## config.mk

```make
export PLATFORM = sky130hd
export DESIGN_NAME = iso_timestamp_to_epoch_nanos
export DESIGN_NICKNAME = d
export VERILOG_FILES = /design/src/rtl/core/ts2ep_pkg.sv /design/src/rtl/core/ts2ep_ctrl.sv /design/src/rtl/core/ts2ep_dpath.sv /design/src/rtl/core/iso_timestamp_to_epoch_nanos.sv
export SDC_FILE = /design/constraint.sdc
export NUM_CORES = 2
export LEC_CHECK = 0
export ABC_AREA = 0
export BUFFER_PORTS_ARGS = -buffer_cell sky130_fd_sc_hd__clkbuf_2
export CORE_ASPECT_RATIO = 1.1
export CORE_UTILIZATION = 28
export DETAILED_ROUTE_END_ITERATION = 10
export GPL_TIMING_DRIVEN = 0
export HOLD_SLACK_MARGIN = 0.1
export SLEW_MARGIN = 30
export SYNTH_ARGS = -nofsm -noshare
export SYNTH_HDL_FRONTEND = slang
export SYNTH_SLANG_ARGS = --single-unit
export TNS_END_PERCENT = 1
```

## constraint.sdc

```tcl
create_clock -name clk -period 23.5 [get_ports clk]
set_clock_uncertainty 0.1 [all_clocks]
set_input_delay 4.7 -clock clk [delete_from_list [all_inputs] [get_ports clk]]
set_output_delay 4.7 -clock clk [all_outputs]
set_load 0.005 [all_outputs]
```

## src/rtl/core/ts2ep_pkg.sv

```systemverilog
`timescale 1ns / 1ps
// Shared types and constants for the timestamp to epoch-nanoseconds block.
// Used by ts2ep_ctrl, ts2ep_dpath and iso_timestamp_to_epoch_nanos; no dependencies.
package ts2ep_pkg;

  // Number of fraction digits in the string (1..9).
  localparam int FRACTION_DIGITS = 9;

  localparam int OFF_W   = 5;
  localparam int YEAR_W  = 14;
  localparam int FIELD_W = 7;
  localparam int FRAC_W  = 30;
  localparam int DIGIT_W = 4;

  // Calendar datapath widths
  localparam int YP_W     = 14;  // year shifted by 400, 399..10407
  localparam int MI_W     = 4;   // month index 0..11, January = 0
  localparam int HMS_W    = 19;  // hour*3600 + minute*60 + second, up to 362439
  localparam int Y365_W   = 22;
  localparam int Q4_W     = YP_W - 2;
  localparam int Q100_W   = 7;
  localparam int Q400_W   = 5;
  localparam int RECIP_W  = 13;
  localparam int PQ_W     = YP_W + RECIP_W;
  localparam int M12_W    = 15;
  localparam int DOY_W    = 9;
  localparam int DAYS_W   = 24;  // signed day count
  localparam int SECS_W   = 40;  // signed second count
  localparam int NS_W     = 30;
  localparam int HALF_W   = 32;
  localparam int MULP_W   = HALF_W + NS_W;
  localparam int EPOCH_W  = 64;

  // Character offsets of the fixed layout
  localparam logic [OFF_W-1:0] OFF_YEAR_END = OFF_W'(3);
  localparam logic [OFF_W-1:0] OFF_MON0     = OFF_W'(5);
  localparam logic [OFF_W-1:0] OFF_MON1     = OFF_W'(6);
  localparam logic [OFF_W-1:0] OFF_DAY0     = OFF_W'(8);
  localparam logic [OFF_W-1:0] OFF_DAY1     = OFF_W'(9);
  localparam logic [OFF_W-1:0] OFF_HOUR0    = OFF_W'(11);
  localparam logic [OFF_W-1:0] OFF_HOUR1    = OFF_W'(12);
  localparam logic [OFF_W-1:0] OFF_MIN0     = OFF_W'(14);
  localparam logic [OFF_W-1:0] OFF_MIN1     = OFF_W'(15);
  localparam logic [OFF_W-1:0] OFF_SEC0     = OFF_W'(17);
  localparam logic [OFF_W-1:0] OFF_SEC1     = OFF_W'(18);
  localparam logic [OFF_W-1:0] OFF_FRAC0    = OFF_W'(20);
  localparam logic [OFF_W-1:0] OFF_LAST     = OFF_W'(19 + FRACTION_DIGITS);

  localparam logic [7:0] CHAR_ZERO = 8'h30;
  localparam logic [7:0] CHAR_NINE = 8'h39;

  function automatic longint unsigned pow10(input int n);
    longint unsigned p;
    p = 1;
    for (int i = 0; i < n; i++) begin
      p = p * 10;
    end
    return p;
  endfunction

  // Scale of the fraction field to nanoseconds
  localparam logic [FRAC_W-1:0] FRAC_SCALE = FRAC_W'(pow10(9 - FRACTION_DIGITS));

  localparam logic [NS_W-1:0]    NANOS_PER_SEC = NS_W'(1000000000);
  localparam logic [17:0]        SECS_PER_DAY  = 18'd86400;
  localparam logic [HMS_W-1:0]   SECS_PER_HOUR = HMS_W'(3600);
  localparam logic [HMS_W-1:0]   SECS_PER_MIN  = HMS_W'(60);
  localparam logic [Y365_W-1:0]  DAYS_PER_YEAR = Y365_W'(365);
  localparam logic [M12_W-1:0]   MONTHS_PER_YEAR = M12_W'(12);
  localparam logic [M12_W-1:0]   RECIP_12      = M12_W'(171);   // 2^11 / 12, rounded up
  localparam int                 RECIP_12_SH   = 11;
  localparam logic [PQ_W-1:0]    RECIP_100     = PQ_W'(5243);   // 2^19 / 100, rounded up
  localparam int                 RECIP_100_SH  = 19;
  localparam logic [YP_W:0]      YEAR_SHIFT    = (YP_W + 1)'(400);
  // Days from the March-based year origin (shifted by one 400-year cycle) to 1970-01-01
  localparam logic [DAYS_W-1:0]  DAY_BIAS      = DAYS_W'(865565);
  localparam logic [MI_W-1:0]    MI_DEC        = MI_W'(11);
  localparam logic [MI_W-1:0]    MI_MAR        = MI_W'(2);

  // Days from March 1 to the first of month index mi (January = 0)
  function automatic logic [DOY_W-1:0] month_day_offset(input logic [MI_W-1:0] mi);
    logic [DOY_W-1:0] d;
    case (mi)
      4'd0:    d = 9'd306;
      4'd1:    d = 9'd337;
      4'd2:    d = 9'd0;
      4'd3:    d = 9'd31;
      4'd4:    d = 9'd61;
      4'd5:    d = 9'd92;
      4'd6:    d = 9'd122;
      4'd7:    d = 9'd153;
      4'd8:    d = 9'd184;
      4'd9:    d = 9'd214;
      4'd10:   d = 9'd245;
      4'd11:   d = 9'd275;
      default: d = 9'd0;
    endcase
    return d;
  endfunction

  typedef struct packed {
    logic char_en;
    logic ld_norm;
    logic ld_div;
    logic ld_days;
    logic ld_secs;
    logic mul_lo;
    logic mul_hi;
    logic ld_out;
  } dp_cmd_t;

  typedef struct packed {
    logic last_char;
    logic out_full;
  } dp_stat_t;

endpackage

```

## src/rtl/core/ts2ep_ctrl.sv

```systemverilog
`timescale 1ns / 1ps
// Sequencer for the timestamp converter: character intake, then the calendar steps.
// Depends on ts2ep_pkg.
module ts2ep_ctrl (
  input  logic                clk,
  input  logic                rst,
  input  logic                in_valid,
  output logic                in_ready,
  input  logic                out_ready,
  input  ts2ep_pkg::dp_stat_t stat,
  output ts2ep_pkg::dp_cmd_t  cmd
);

  typedef enum logic [7:0] {
    S_IDLE   = 8'b0000_0001,
    S_NORM   = 8'b0000_0010,
    S_DIV    = 8'b0000_0100,
    S_DAYS   = 8'b0000_1000,
    S_SECS   = 8'b0001_0000,
    S_MUL_LO = 8'b0010_0000,
    S_MUL_HI = 8'b0100_0000,
    S_SUM    = 8'b1000_0000
  } state_t;

  state_t state;
  state_t state_next;

  assign in_ready = (state == S_IDLE);

  always_comb begin
    cmd.char_en = in_valid && in_ready;
    cmd.ld_norm = (state == S_NORM);
    cmd.ld_div  = (state == S_DIV);
    cmd.ld_days = (state == S_DAYS);
    cmd.ld_secs = (state == S_SECS);
    cmd.mul_lo  = (state == S_MUL_LO);
    cmd.mul_hi  = (state == S_MUL_HI);
    cmd.ld_out  = (state == S_SUM) && (!stat.out_full || out_ready);
  end

  always_comb begin
    state_next = state;
    case (state)
      S_IDLE: begin
        if (cmd.char_en && stat.last_char) begin
          state_next = S_NORM;
        end
      end
      S_NORM:   state_next = S_DIV;
      S_DIV:    state_next = S_DAYS;
      S_DAYS:   state_next = S_SECS;
      S_SECS:   state_next = S_MUL_LO;
      S_MUL_LO: state_next = S_MUL_HI;
      S_MUL_HI: state_next = S_SUM;
      S_SUM: begin
        if (cmd.ld_out) begin
          state_next = S_IDLE;
        end
      end
      default:  state_next = S_IDLE;
    endcase
  end

  always_ff @(posedge clk) begin
    if (rst) begin
      state <= S_IDLE;
    end else begin
      state <= state_next;
    end
  end

`ifndef SYNTH
  a_last_stalls: assert property (@(posedge clk) disable iff (rst)
    (cmd.char_en && stat.last_char) |=> !in_ready)
    else $error("intake not stalled after final character");

  a_fixed_latency: assert property (@(posedge clk) disable iff (rst)
    (state == S_NORM) |-> ##6 (state == S_SUM))
    else $error("calendar steps out of sequence");

  a_out_loaded: assert property (@(posedge clk) disable iff (rst)
    cmd.ld_out |=> stat.out_full)
    else $error("result load did not raise output valid");

  a_no_char_busy: assert property (@(posedge clk) disable iff (rst)
    !in_ready |-> !cmd.char_en)
    else $error("character taken while busy");
`endif

endmodule

```

## src/rtl/core/ts2ep_dpath.sv

```systemverilog
`timescale 1ns / 1ps
// Datapath: field accumulators, calendar arithmetic, shared 1e9 multiplier, output register.
// Depends on ts2ep_pkg.
module ts2ep_dpath (
  input  logic                               clk,
  input  logic                               rst,
  input  ts2ep_pkg::dp_cmd_t                 cmd,
  output ts2ep_pkg::dp_stat_t                stat,
  input  logic [7:0]                         character,
  input  logic                               first,
  input  logic                               out_ready,
  output logic                               out_valid,
  output logic [ts2ep_pkg::EPOCH_W-1:0]      unix_ns,
  output logic                               valid_res
);

  // ---------------- character intake ----------------
  logic                               active;
  logic [ts2ep_pkg::OFF_W-1:0]        char_offset;
  logic [ts2ep_pkg::YEAR_W-1:0]       year_acc;
  logic [ts2ep_pkg::FIELD_W-1:0]      month_acc;
  logic [ts2ep_pkg::FIELD_W-1:0]      day_acc;
  logic [ts2ep_pkg::FIELD_W-1:0]      hour_acc;
  logic [ts2ep_pkg::FIELD_W-1:0]      minute_acc;
  logic [ts2ep_pkg::FIELD_W-1:0]      second_acc;
  logic [ts2ep_pkg::FRAC_W-1:0]       fraction_acc;
  logic                               digit_error;

  logic                               take;
  logic [ts2ep_pkg::OFF_W-1:0]        off;
  logic                               is_digit;
  logic [ts2ep_pkg::DIGIT_W-1:0]      digit;
  logic in_year, in_month, in_day, in_hour, in_min, in_sec, in_frac, in_field;
  logic [ts2ep_pkg::YEAR_W-1:0]       year_base;
  logic [ts2ep_pkg::FIELD_W-1:0]      month_base, day_base, hour_base, minute_base, second_base;
  logic [ts2ep_pkg::FRAC_W-1:0]       fraction_base;

  always_comb begin
    off      = first ? '0 : char_offset;
    take     = cmd.char_en && (first || active);
    is_digit = (character >= ts2ep_pkg::CHAR_ZERO) && (character <= ts2ep_pkg::CHAR_NINE);
    digit    = is_digit ? ts2ep_pkg::DIGIT_W'(character - ts2ep_pkg::CHAR_ZERO) : '0;

    in_year  = (off <= ts2ep_pkg::OFF_YEAR_END);
    in_month = (off == ts2ep_pkg::OFF_MON0)  || (off == ts2ep_pkg::OFF_MON1);
    in_day   = (off == ts2ep_pkg::OFF_DAY0)  || (off == ts2ep_pkg::OFF_DAY1);
    in_hour  = (off == ts2ep_pkg::OFF_HOUR0) || (off == ts2ep_pkg::OFF_HOUR1);
    in_min   = (off == ts2ep_pkg::OFF_MIN0)  || (off == ts2ep_pkg::OFF_MIN1);
    in_sec   = (off == ts2ep_pkg::OFF_SEC0)  || (off == ts2ep_pkg::OFF_SEC1);
    in_frac  = (off >= ts2ep_pkg::OFF_FRAC0) && (off <= ts2ep_pkg::OFF_LAST);
    in_field = in_year || in_month || in_day || in_hour || in_min || in_sec || in_frac;

    // A start mark clears every field before this character lands
    year_base     = first ? '0 : year_acc;
    month_base    = first ? '0 : month_acc;
    day_base      = first ? '0 : day_acc;
    hour_base     = first ? '0 : hour_acc;
    minute_base   = first ? '0 : minute_acc;
    second_base   = first ? '0 : second_acc;
    fraction_base = first ? '0 : fraction_acc;

    stat.last_char = (first || active) && (off >= ts2ep_pkg::OFF_LAST);
    stat.out_full  = out_valid;
  end

  function automatic logic [ts2ep_pkg::FIELD_W-1:0] shift_in2(
    input logic [ts2ep_pkg::FIELD_W-1:0] acc,
    input logic [ts2ep_pkg::DIGIT_W-1:0] d
  );
    return ts2ep_pkg::FIELD_W'(acc * ts2ep_pkg::FIELD_W'(10)) + ts2ep_pkg::FIELD_W'(d);
  endfunction

  always_ff @(posedge clk) begin
    if (rst) begin
      active       <= 1'b0;
      char_offset  <= '0;
      year_acc     <= '0;
      month_acc    <= '0;
      day_acc      <= '0;
      hour_acc     <= '0;
      minute_acc   <= '0;
      second_acc   <= '0;
      fraction_acc <= '0;
      digit_error  <= 1'b0;
    end else if (take) begin
      active      <= !(off >= ts2ep_pkg::OFF_LAST);
      char_offset <= ts2ep_pkg::OFF_W'(off + 1'b1);
      year_acc    <= in_year ? ts2ep_pkg::YEAR_W'(year_base * ts2ep_pkg::YEAR_W'(10)) +
                               ts2ep_pkg::YEAR_W'(digit) : year_base;
      month_acc   <= in_month ? shift_in2(month_base, digit) : month_base;
      day_acc     <= in_day   ? shift_in2(day_base, digit)   : day_base;
      hour_acc    <= in_hour  ? shift_in2(hour_base, digit)  : hour_base;
      minute_acc  <= in_min   ? shift_in2(minute_base, digit) : minute_base;
      second_acc  <= in_sec   ? shift_in2(second_base, digit) : second_base;
      fraction_acc <= in_frac ? ts2ep_pkg::FRAC_W'(fraction_base * ts2ep_pkg::FRAC_W'(10)) +
                                ts2ep_pkg::FRAC_W'(digit) : fraction_base;
      digit_error <= (!first && digit_error) || (in_field && !is_digit);
    end
  end

  // ---------------- step 1: month normalization, seconds of day ----------------
  logic [ts2ep_pkg::FIELD_W-1:0] mm1;
  logic [ts2ep_pkg::M12_W-1:0]   m12_prod;
  logic [ts2ep_pkg::MI_W-1:0]    m_carry;
  logic [ts2ep_pkg::MI_W-1:0]    mi_raw;
  logic [ts2ep_pkg::MI_W-1:0]    mi_norm;
  logic [ts2ep_pkg::MI_W-1:0]    y_carry;
  logic                          y_dec;
  logic                          feb_adj;
  logic [ts2ep_pkg::YP_W-1:0]    yp_norm;
  logic [ts2ep_pkg::HMS_W-1:0]   hms_norm;

  always_comb begin
    mm1      = month_acc - 1'b1;
    m12_prod = ts2ep_pkg::M12_W'(mm1) * ts2ep_pkg::RECIP_12;
    m_carry  = m12_prod[ts2ep_pkg::RECIP_12_SH +: ts2ep_pkg::MI_W];
    mi_raw   = ts2ep_pkg::MI_W'(ts2ep_pkg::M12_W'(mm1) -
                                ts2ep_pkg::M12_W'(m_carry) * ts2ep_pkg::MONTHS_PER_YEAR);
    // Month zero is December of the year before
    if (month_acc == '0) begin
      mi_norm = ts2ep_pkg::MI_DEC;
      y_carry = '0;
      y_dec   = 1'b1;
    end else begin
      mi_norm = mi_raw;
      y_carry = m_carry;
      y_dec   = 1'b0;
    end
    // January and February belong to the March-based year before
    feb_adj  = (mi_norm < ts2ep_pkg::MI_MAR);
    yp_norm  = ts2ep_pkg::YP_W'((ts2ep_pkg::YP_W + 1)'(year_acc) + ts2ep_pkg::YEAR_SHIFT +
                                (ts2ep_pkg::YP_W + 1)'(y_carry) -
                                (ts2ep_pkg::YP_W + 1)'(y_dec) -
                                (ts2ep_pkg::YP_W + 1)'(feb_adj));
    hms_norm = ts2ep_pkg::HMS_W'(hour_acc) * ts2ep_pkg::SECS_PER_HOUR +
               ts2ep_pkg::HMS_W'(minute_acc) * ts2ep_pkg::SECS_PER_MIN +
               ts2ep_pkg::HMS_W'(second_acc);
  end

  logic [ts2ep_pkg::YP_W-1:0]  yp;
  logic [ts2ep_pkg::MI_W-1:0]  mi;
  logic [ts2ep_pkg::HMS_W-1:0] hms;

  always_ff @(posedge clk) begin
    if (cmd.ld_norm) begin
      yp  <= yp_norm;
      mi  <= mi_norm;
      hms <= hms_norm;
    end
  end

  // ---------------- step 2: leap-year quotients ----------------
  logic [ts2ep_pkg::PQ_W-1:0]   p100;
  logic [ts2ep_pkg::PQ_W-1:0]   p400;
  logic [ts2ep_pkg::Q4_W-1:0]   q4_div;
  logic [ts2ep_pkg::Y365_W-1:0] y365;
  logic [ts2ep_pkg::Q4_W-1:0]   q4;
  logic [ts2ep_pkg::Q100_W-1:0] q100;
  logic [ts2ep_pkg::Q400_W-1:0] q400;

  assign q4_div = yp[ts2ep_pkg::YP_W-1:2];
  assign p100   = ts2ep_pkg::PQ_W'(yp) * ts2ep_pkg::RECIP_100;
  assign p400   = ts2ep_pkg::PQ_W'(q4_div) * ts2ep_pkg::RECIP_100;

  always_ff @(posedge clk) begin
    if (cmd.ld_div) begin
      y365 <= ts2ep_pkg::Y365_W'(yp) * ts2ep_pkg::DAYS_PER_YEAR;
      q4   <= q4_div;
      q100 <= p100[ts2ep_pkg::RECIP_100_SH +: ts2ep_pkg::Q100_W];
      q400 <= p400[ts2ep_pkg::RECIP_100_SH +: ts2ep_pkg::Q400_W];
    end
  end

  // ---------------- step 3: day count ----------------
  logic [ts2ep_pkg::DAYS_W-1:0] days;

  always_ff @(posedge clk) begin
    if (cmd.ld_days) begin
      days <= ts2ep_pkg::DAYS_W'(y365) + ts2ep_pkg::DAYS_W'(q4) + ts2ep_pkg::DAYS_W'(q400) +
              ts2ep_pkg::DAYS_W'(ts2ep_pkg::month_day_offset(mi)) +
              ts2ep_pkg::DAYS_W'(day_acc) - ts2ep_pkg::DAYS_W'(q100) -
              ts2ep_pkg::DAY_BIAS - ts2ep_pkg::DAYS_W'(1);
    end
  end

  // ---------------- step 4: second count ----------------
  logic [ts2ep_pkg::SECS_W-1:0] secs;

  // Sign-extend the day count to the full width before scaling by 86400
  always_ff @(posedge clk) begin
    if (cmd.ld_secs) begin
      secs <= ts2ep_pkg::SECS_W'($signed(ts2ep_pkg::SECS_W'($signed(days))) *
                                 $signed(ts2ep_pkg::SECS_W'(ts2ep_pkg::SECS_PER_DAY))) +
              ts2ep_pkg::SECS_W'(hms);
    end
  end

  // ---------------- steps 5-6: shared 32x30 multiplier by 1e9 ----------------
  logic [ts2ep_pkg::EPOCH_W-1:0] secs64;
  logic [ts2ep_pkg::HALF_W-1:0]  mul_a;
  logic [ts2ep_pkg::MULP_W-1:0]  mul_p;
  logic [ts2ep_pkg::MULP_W-1:0]  prod_lo;
  logic [ts2ep_pkg::HALF_W-1:0]  prod_hi;

  assign secs64 = {{(ts2ep_pkg::EPOCH_W - ts2ep_pkg::SECS_W){secs[ts2ep_pkg::SECS_W-1]}}, secs};
  assign mul_a  = cmd.mul_hi ? secs64[ts2ep_pkg::EPOCH_W-1:ts2ep_pkg::HALF_W]
                             : secs64[ts2ep_pkg::HALF_W-1:0];
  assign mul_p  = ts2ep_pkg::MULP_W'(mul_a) * ts2ep_pkg::MULP_W'(ts2ep_pkg::NANOS_PER_SEC);

  always_ff @(posedge clk) begin
    if (cmd.mul_lo) begin
      prod_lo <= mul_p;
    end
    if (cmd.mul_hi) begin
      prod_hi <= mul_p[ts2ep_pkg::HALF_W-1:0];
    end
  end

  // ---------------- step 7: final sum into the output register ----------------
  logic [ts2ep_pkg::FRAC_W-1:0] frac_ns;

  assign frac_ns = ts2ep_pkg::FRAC_W'(fraction_acc * ts2ep_pkg::FRAC_SCALE);

  always_ff @(posedge clk) begin
    if (cmd.ld_out) begin
      unix_ns   <= ts2ep_pkg::EPOCH_W'(prod_lo) + {prod_hi, {ts2ep_pkg::HALF_W{1'b0}}} +
                   ts2ep_pkg::EPOCH_W'(frac_ns);
      valid_res <= !digit_error && (month_acc >= ts2ep_pkg::FIELD_W'(1)) &&
                   (month_acc <= ts2ep_pkg::FIELD_W'(12));
    end
  end

  always_ff @(posedge clk) begin
    if (rst) begin
      out_valid <= 1'b0;
    end else if (cmd.ld_out) begin
      out_valid <= 1'b1;
    end else if (out_ready) begin
      out_valid <= 1'b0;
    end
  end

endmodule

```

## src/rtl/core/iso_timestamp_to_epoch_nanos.sv

```systemverilog
`timescale 1ns / 1ps
// Top level of the ISO-8601 timestamp to Unix epoch nanoseconds converter.
// Depends on ts2ep_pkg, ts2ep_ctrl and ts2ep_dpath.

// Feed the characters of "YYYY-MM-DDTHH:MM:SS.nnnnnnnnnZ" one transaction at a
// time, with first set on the opening year digit. Characters are taken at one
// per cycle while in_ready is high; separators are skipped, and characters
// with no string open (after the last fraction digit, before any start mark)
// are taken and dropped. The last fraction digit launches the calendar
// arithmetic (month normalization, leap-year quotients, day count, second
// count, two passes through the one shared 32x30 multiplier by 1e9, final
// sum), during which in_ready stays low. The final sum step holds for as long
// as an earlier result still waits in the output register. The result sits in
// an output register, so the next string can be taken while an earlier result
// waits for out_ready. A new start mark in the middle of a string drops that
// string without a result. unix_ns wraps modulo 2^64 (dates before 1970 come
// out as two's complement); valid_res drops to 0 on a non-digit in a digit
// position or a month outside 1..12, though unix_ns is still computed with
// such a character as zero.
module iso_timestamp_to_epoch_nanos (
  input  logic                              clk,
  input  logic                              rst,
  input  logic                              in_valid,
  output logic                              in_ready,
  input  logic [7:0]                        character,
  input  logic                              first,
  output logic                              out_valid,
  input  logic                              out_ready,
  output logic [ts2ep_pkg::EPOCH_W-1:0]     unix_ns,
  output logic                              valid_res
);

  ts2ep_pkg::dp_cmd_t  cmd;
  ts2ep_pkg::dp_stat_t stat;

  // Sequencer: owns the input handshake and steps the calendar datapath
  ts2ep_ctrl u_ctrl (
    .clk       (clk),
    .rst       (rst),
    .in_valid  (in_valid),
    .in_ready  (in_ready),
    .out_ready (out_ready),
    .stat      (stat),
    .cmd       (cmd)
  );

  // Datapath: field capture, calendar math and the result register
  ts2ep_dpath u_dpath (
    .clk         (clk),
    .rst         (rst),
    .cmd         (cmd),
    .stat        (stat),
    .character   (character),
    .first       (first),
    .out_ready   (out_ready),
    .out_valid   (out_valid),
    .unix_ns     (unix_ns),
    .valid_res   (valid_res)
  );

endmodule
```

==> impl_metrics.yaml <==
sta:
  maxSlewViolCount: 0
  finalSetupViolCount: 0
  tightest_slew_ns: 0.915
  max_freq_mhz: 92.5
  final.min_clock_period_ns: 10.81
  post-route-period-util_pct: 46.0
  rsz0062_at_grt: "false"
  final.setup.tns_ns: 0
  slew_headroom_pct: 39.0
  hold_viol: 0
drt:
  finalWirelength_mm: 116
  dr.first_iter.drc_count: 1938
  ant_nets: 0
  routed-via-count: 35200
  wl_per_cell_um: 15.2
  drc_errors: 13
  viasPerCell: 4.60
  drtPass1Iterations: 10
worst_setup_path:
  path_class: "input pin to flip-flop"
  worstRegToRegCells: 26
  r2r_end: "u_dpath.prod_lo[54]$_DFFE_PP_"
  worst-path-max-fanout: 10
  crit_arrival_ns: 11.18
  ff2ff_setup_slack_ns: 14.19
  startpoint_type: "input pin"
  reg2reg_from: "u_ctrl.state[4]$_SDFFE_PP0P_"
  cp-end-kind: "flip-flop"
  worstPathRequired_ns: 23.87
min_path:
  min_to: "u_dpath.secs[6]$_DFFE_PP_"
  hp-class: "flip-flop to flip-flop"
  hold_depth: 0
  min_from: "u_dpath.hms[6]$_DFFE_PN_"
clocking:
  cts_tree: "done"
  cts_resized: 0
  clock_latency_ns: 0.60
  clk_pin_slew_ns: 0.06
  htreeDepth: 2
  root_buffer: "clkbuf_16"
  post_cts_buffers: 0
  hold_buffers: 0
  clock_sinks: 392
  numCtsBuffers: 46
  cts_buffer_depth: 3
floorplan:
  io_pins: 80
  coreArea_mm2: 0.182
  fp.dieH_um: 451
  die_x_um: 410
  dieArea_mm2: 0.185
  start_util_pct: 28.2
  rows: 164
job:
  max_cap_violations: 0
status:
  violations: "DRC"
  outcome: "finished with violations"
global_route:
  grt_pass1_vias: 36900
  antenna_found_initial: 2
  globalRouteTotalUtil_pct: 12.6
  grt_pass1_wl_mm: 191
  grt_overflow: 0
  grt_max_degree: 54
logic_synthesis:
  syn_inst: 5086
  synth_seq_area_share_pct: 20.9
  synth_area_mm2: 0.0513
  yosys_warnings: 0
  synth-async-reset-ratio_pct: 0
  ys.flop_type: "edfxtp_1"
  synth.lib_cells_used.distinct: 83
  avgSynthCellArea_um2: 10.1
  ys_ff_latch: 392
  synth_edf_count: 288
  synthesis.nets: 6601
final_layout:
  drive_gt1_share_pct: 3.86
  fillCellCount: 18800
  syn_to_final_growth_pct: 10.0
  antennaDiodeCount: 0
  finish.utilization_pct: 31.0
  finalNetCount: 6732
power:
  vdd_drop_max_mv: 0.0434
  p_per_area_mw_per_mm2: 32.0
  leakagePower_nw: 26.6
placement:
  port_buffers: 78
  place.gp.congestion: 0.876
  post-dp-hpwl_mm: 99.3
-- cells in the final DEF (no fill, tap or decap), types with 24 or more instances in the layout --
| cell | instances |
|---|---|
| a211oi_1 | 62 |
| a21o_1 | 117 |
| a21oi_1 | 226 |
| a31oi_1 | 26 |
| and2_1 | 24 |
| and3_1 | 33 |
| clkbuf_1 | 75 |
| clkbuf_16 | 51 |
| clkbuf_2 | 79 |
| dfxtp_1 | 104 |
| edfxtp_1 | 288 |
| fa_1 | 587 |
| ha_1 | 915 |
| inv_1 | 931 |
| nand2_1 | 239 |
| nand2b_1 | 53 |
| nand3_1 | 70 |
| nor2_1 | 284 |
| nor2b_1 | 96 |
| nor3_1 | 75 |
| o211ai_1 | 25 |
| o21a_1 | 31 |
| o21ai_0 | 133 |
| o21bai_1 | 36 |
| xnor2_1 | 259 |
| xor2_1 | 113 |
-- cells in the mapped netlist, drive strengths merged (9+ instances only) --
cell / instances / area share (%)
nor4: 16 / 0.21
nor3: 75 / 0.73
a311oi: 10 / 0.17
clkbuf: 65 / 0.48
and2: 25 / 0.31
o211ai: 27 / 0.43
dfxtp: 104 / 4.1
fa: 587 / 23
o21bai: 37 / 0.55
nand2b: 53 / 0.65
a21oi: 228 / 2.3
o21a: 31 / 0.45
ha: 915 / 22
o21ai: 140 / 1.4
inv: 936 / 6.8
and3: 34 / 0.42
mux2i: 12 / 0.23
nand2: 239 / 1.7
xor2: 113 / 1.9
nor2: 284 / 2.1
edfxtp: 288 / 17
nand3b: 10 / 0.15
nand4: 23 / 0.28
xnor2: 259 / 4.4
nor3b: 15 / 0.22
nor2b: 97 / 1.2
or3: 12 / 0.15
nand3: 70 / 0.68
a31oi: 26 / 0.32
a22oi: 22 / 0.32
a221oi: 9 / 0.15
a211oi: 63 / 0.93
a21o: 117 / 1.7
-- sequential cells by signal, summed over array words and instances, names as in the netlist, 4 cells and up, named ones only --
register / flops
u_dpath.unix_ns: 64
u_dpath.prod_lo: 53
u_dpath.secs: 40
u_dpath.fraction_acc: 30
u_dpath.days: 24
u_dpath.prod_hi: 23
u_dpath.y365: 22
u_dpath.hms: 19
u_dpath.year_acc: 14
u_dpath.yp: 14
u_dpath.q4: 12
u_ctrl.state: 8
u_dpath.day_acc: 7
u_dpath.hour_acc: 7
u_dpath.minute_acc: 7
u_dpath.month_acc: 7
u_dpath.q100: 7
u_dpath.second_acc: 7
u_dpath.char_offset: 5
u_dpath.q400: 5
u_dpath.mi: 4
-- cell families after synthesis --
family	count (synthesis)	synth area share, %
flip-flops	392	20.9
adder cells (fa/ha/maj)	1502	45.2
multiplexers	16	0.322
AO/OA/AOI/OAI	813	10.4
XOR/XNOR	374	6.44
buffers and inverters	1003	7.34
AND/OR/NAND/NOR	986	9.34
-- stage by stage --
stage | total power, mW | std cells | instance area, µm² | setup WS, ns | hold WS (ns)
after floorplan | 1.00 | 5086 | 51300 | 14.30 | 0.300
after global placement | 1.07 | 7571 | 54700 | 11.97 | 0.305
after detailed placement | 1.07 | 7576 | 54800 | 11.88 | 0.308
after CTS | 1.83 | 7660 | 56400 | 12.47 | 0.322
after global routing | 1.90 | 7660 | 56400 | 12.18 | 0.328
final | 1.80 | 7660 | 56400 | 12.69 | 0.319
-- area by class of cell --
| cell class | count | area, µm² | share of cell area [%] |
|---|---|---|---|
| clock buffers | 67 | 1370 | 2.43 |
| clock inverters | 17 | 208 | 0.368 |
| inverters | 936 | 3520 | 6.23 |
| flip-flops and latches | 392 | 10700 | 19.0 |
| well taps | 2407 | 3010 | 5.34 |
| repair buffers | 83 | 520 | 0.922 |
| multi-input cells | 3691 | 36800 | 65.2 |
| plain buffers | 67 | 255 | 0.452 |
-- layer usage --
metal / global-route usage, % / vias to the layer above / share of wire, % / wire length, µm
li1: - / 17400 / - / -
met3: 1.31 / 144 / 3.7 / 4250
met1: 16.0 / 17100 / 45 / 51900
met2: 22.9 / 591 / 50 / 57600
met4: 2.86 / 2 / 2.2 / 2530
met5: 0 / - / 0.011 / 13
-- critical path, stage by stage --
cell,delay (ns)
clkbuf_2,0.15
clkbuf_2,0.47
clkbuf_1,0.56
clkbuf_1,0.55
clkbuf_1,0.75
nor2_1,0.18
ha_1,0.33
ha_1,0.29
clkbuf_1,0.19
a21oi_1,0.15
o21ai_0,0.13
or3_1,0.31
o21a_1,0.24
o21ba_2,0.24
nand2b_1,0.18
a211oi_1,0.58
nand4_1,0.31
a2111oi_0,0.54
xnor2_1,0.22
o21ai_1,0.08
-- worst max path at each step --
stage / startpoint / endpoint / cells past startpoint / slack [ns]
after floorplan: first / u_dpath.fraction_acc[29]$_SDFFE_PP0P_ / 19 / 14.30
after global placement: first / u_dpath.fraction_acc[29]$_SDFFE_PP0P_ / 20 / 11.97
after detailed placement: first / u_dpath.fraction_acc[29]$_SDFFE_PP0P_ / 20 / 11.88
after CTS: first / u_dpath.fraction_acc[29]$_SDFFE_PP0P_ / 20 / 12.47
after global routing: first / u_dpath.fraction_acc[29]$_SDFFE_PP0P_ / 20 / 12.18
final: first / u_dpath.fraction_acc[29]$_SDFFE_PP0P_ / 20 / 12.69
-- report_power, final --
part           internal [mW]  switching (mW)  leakage, nW
clock network          0.451           0.294        0.768
logic                  0.132           0.169         22.4
registers              0.750         0.00904         3.46
No activity file was read; power rests on OpenSTA's default activity.
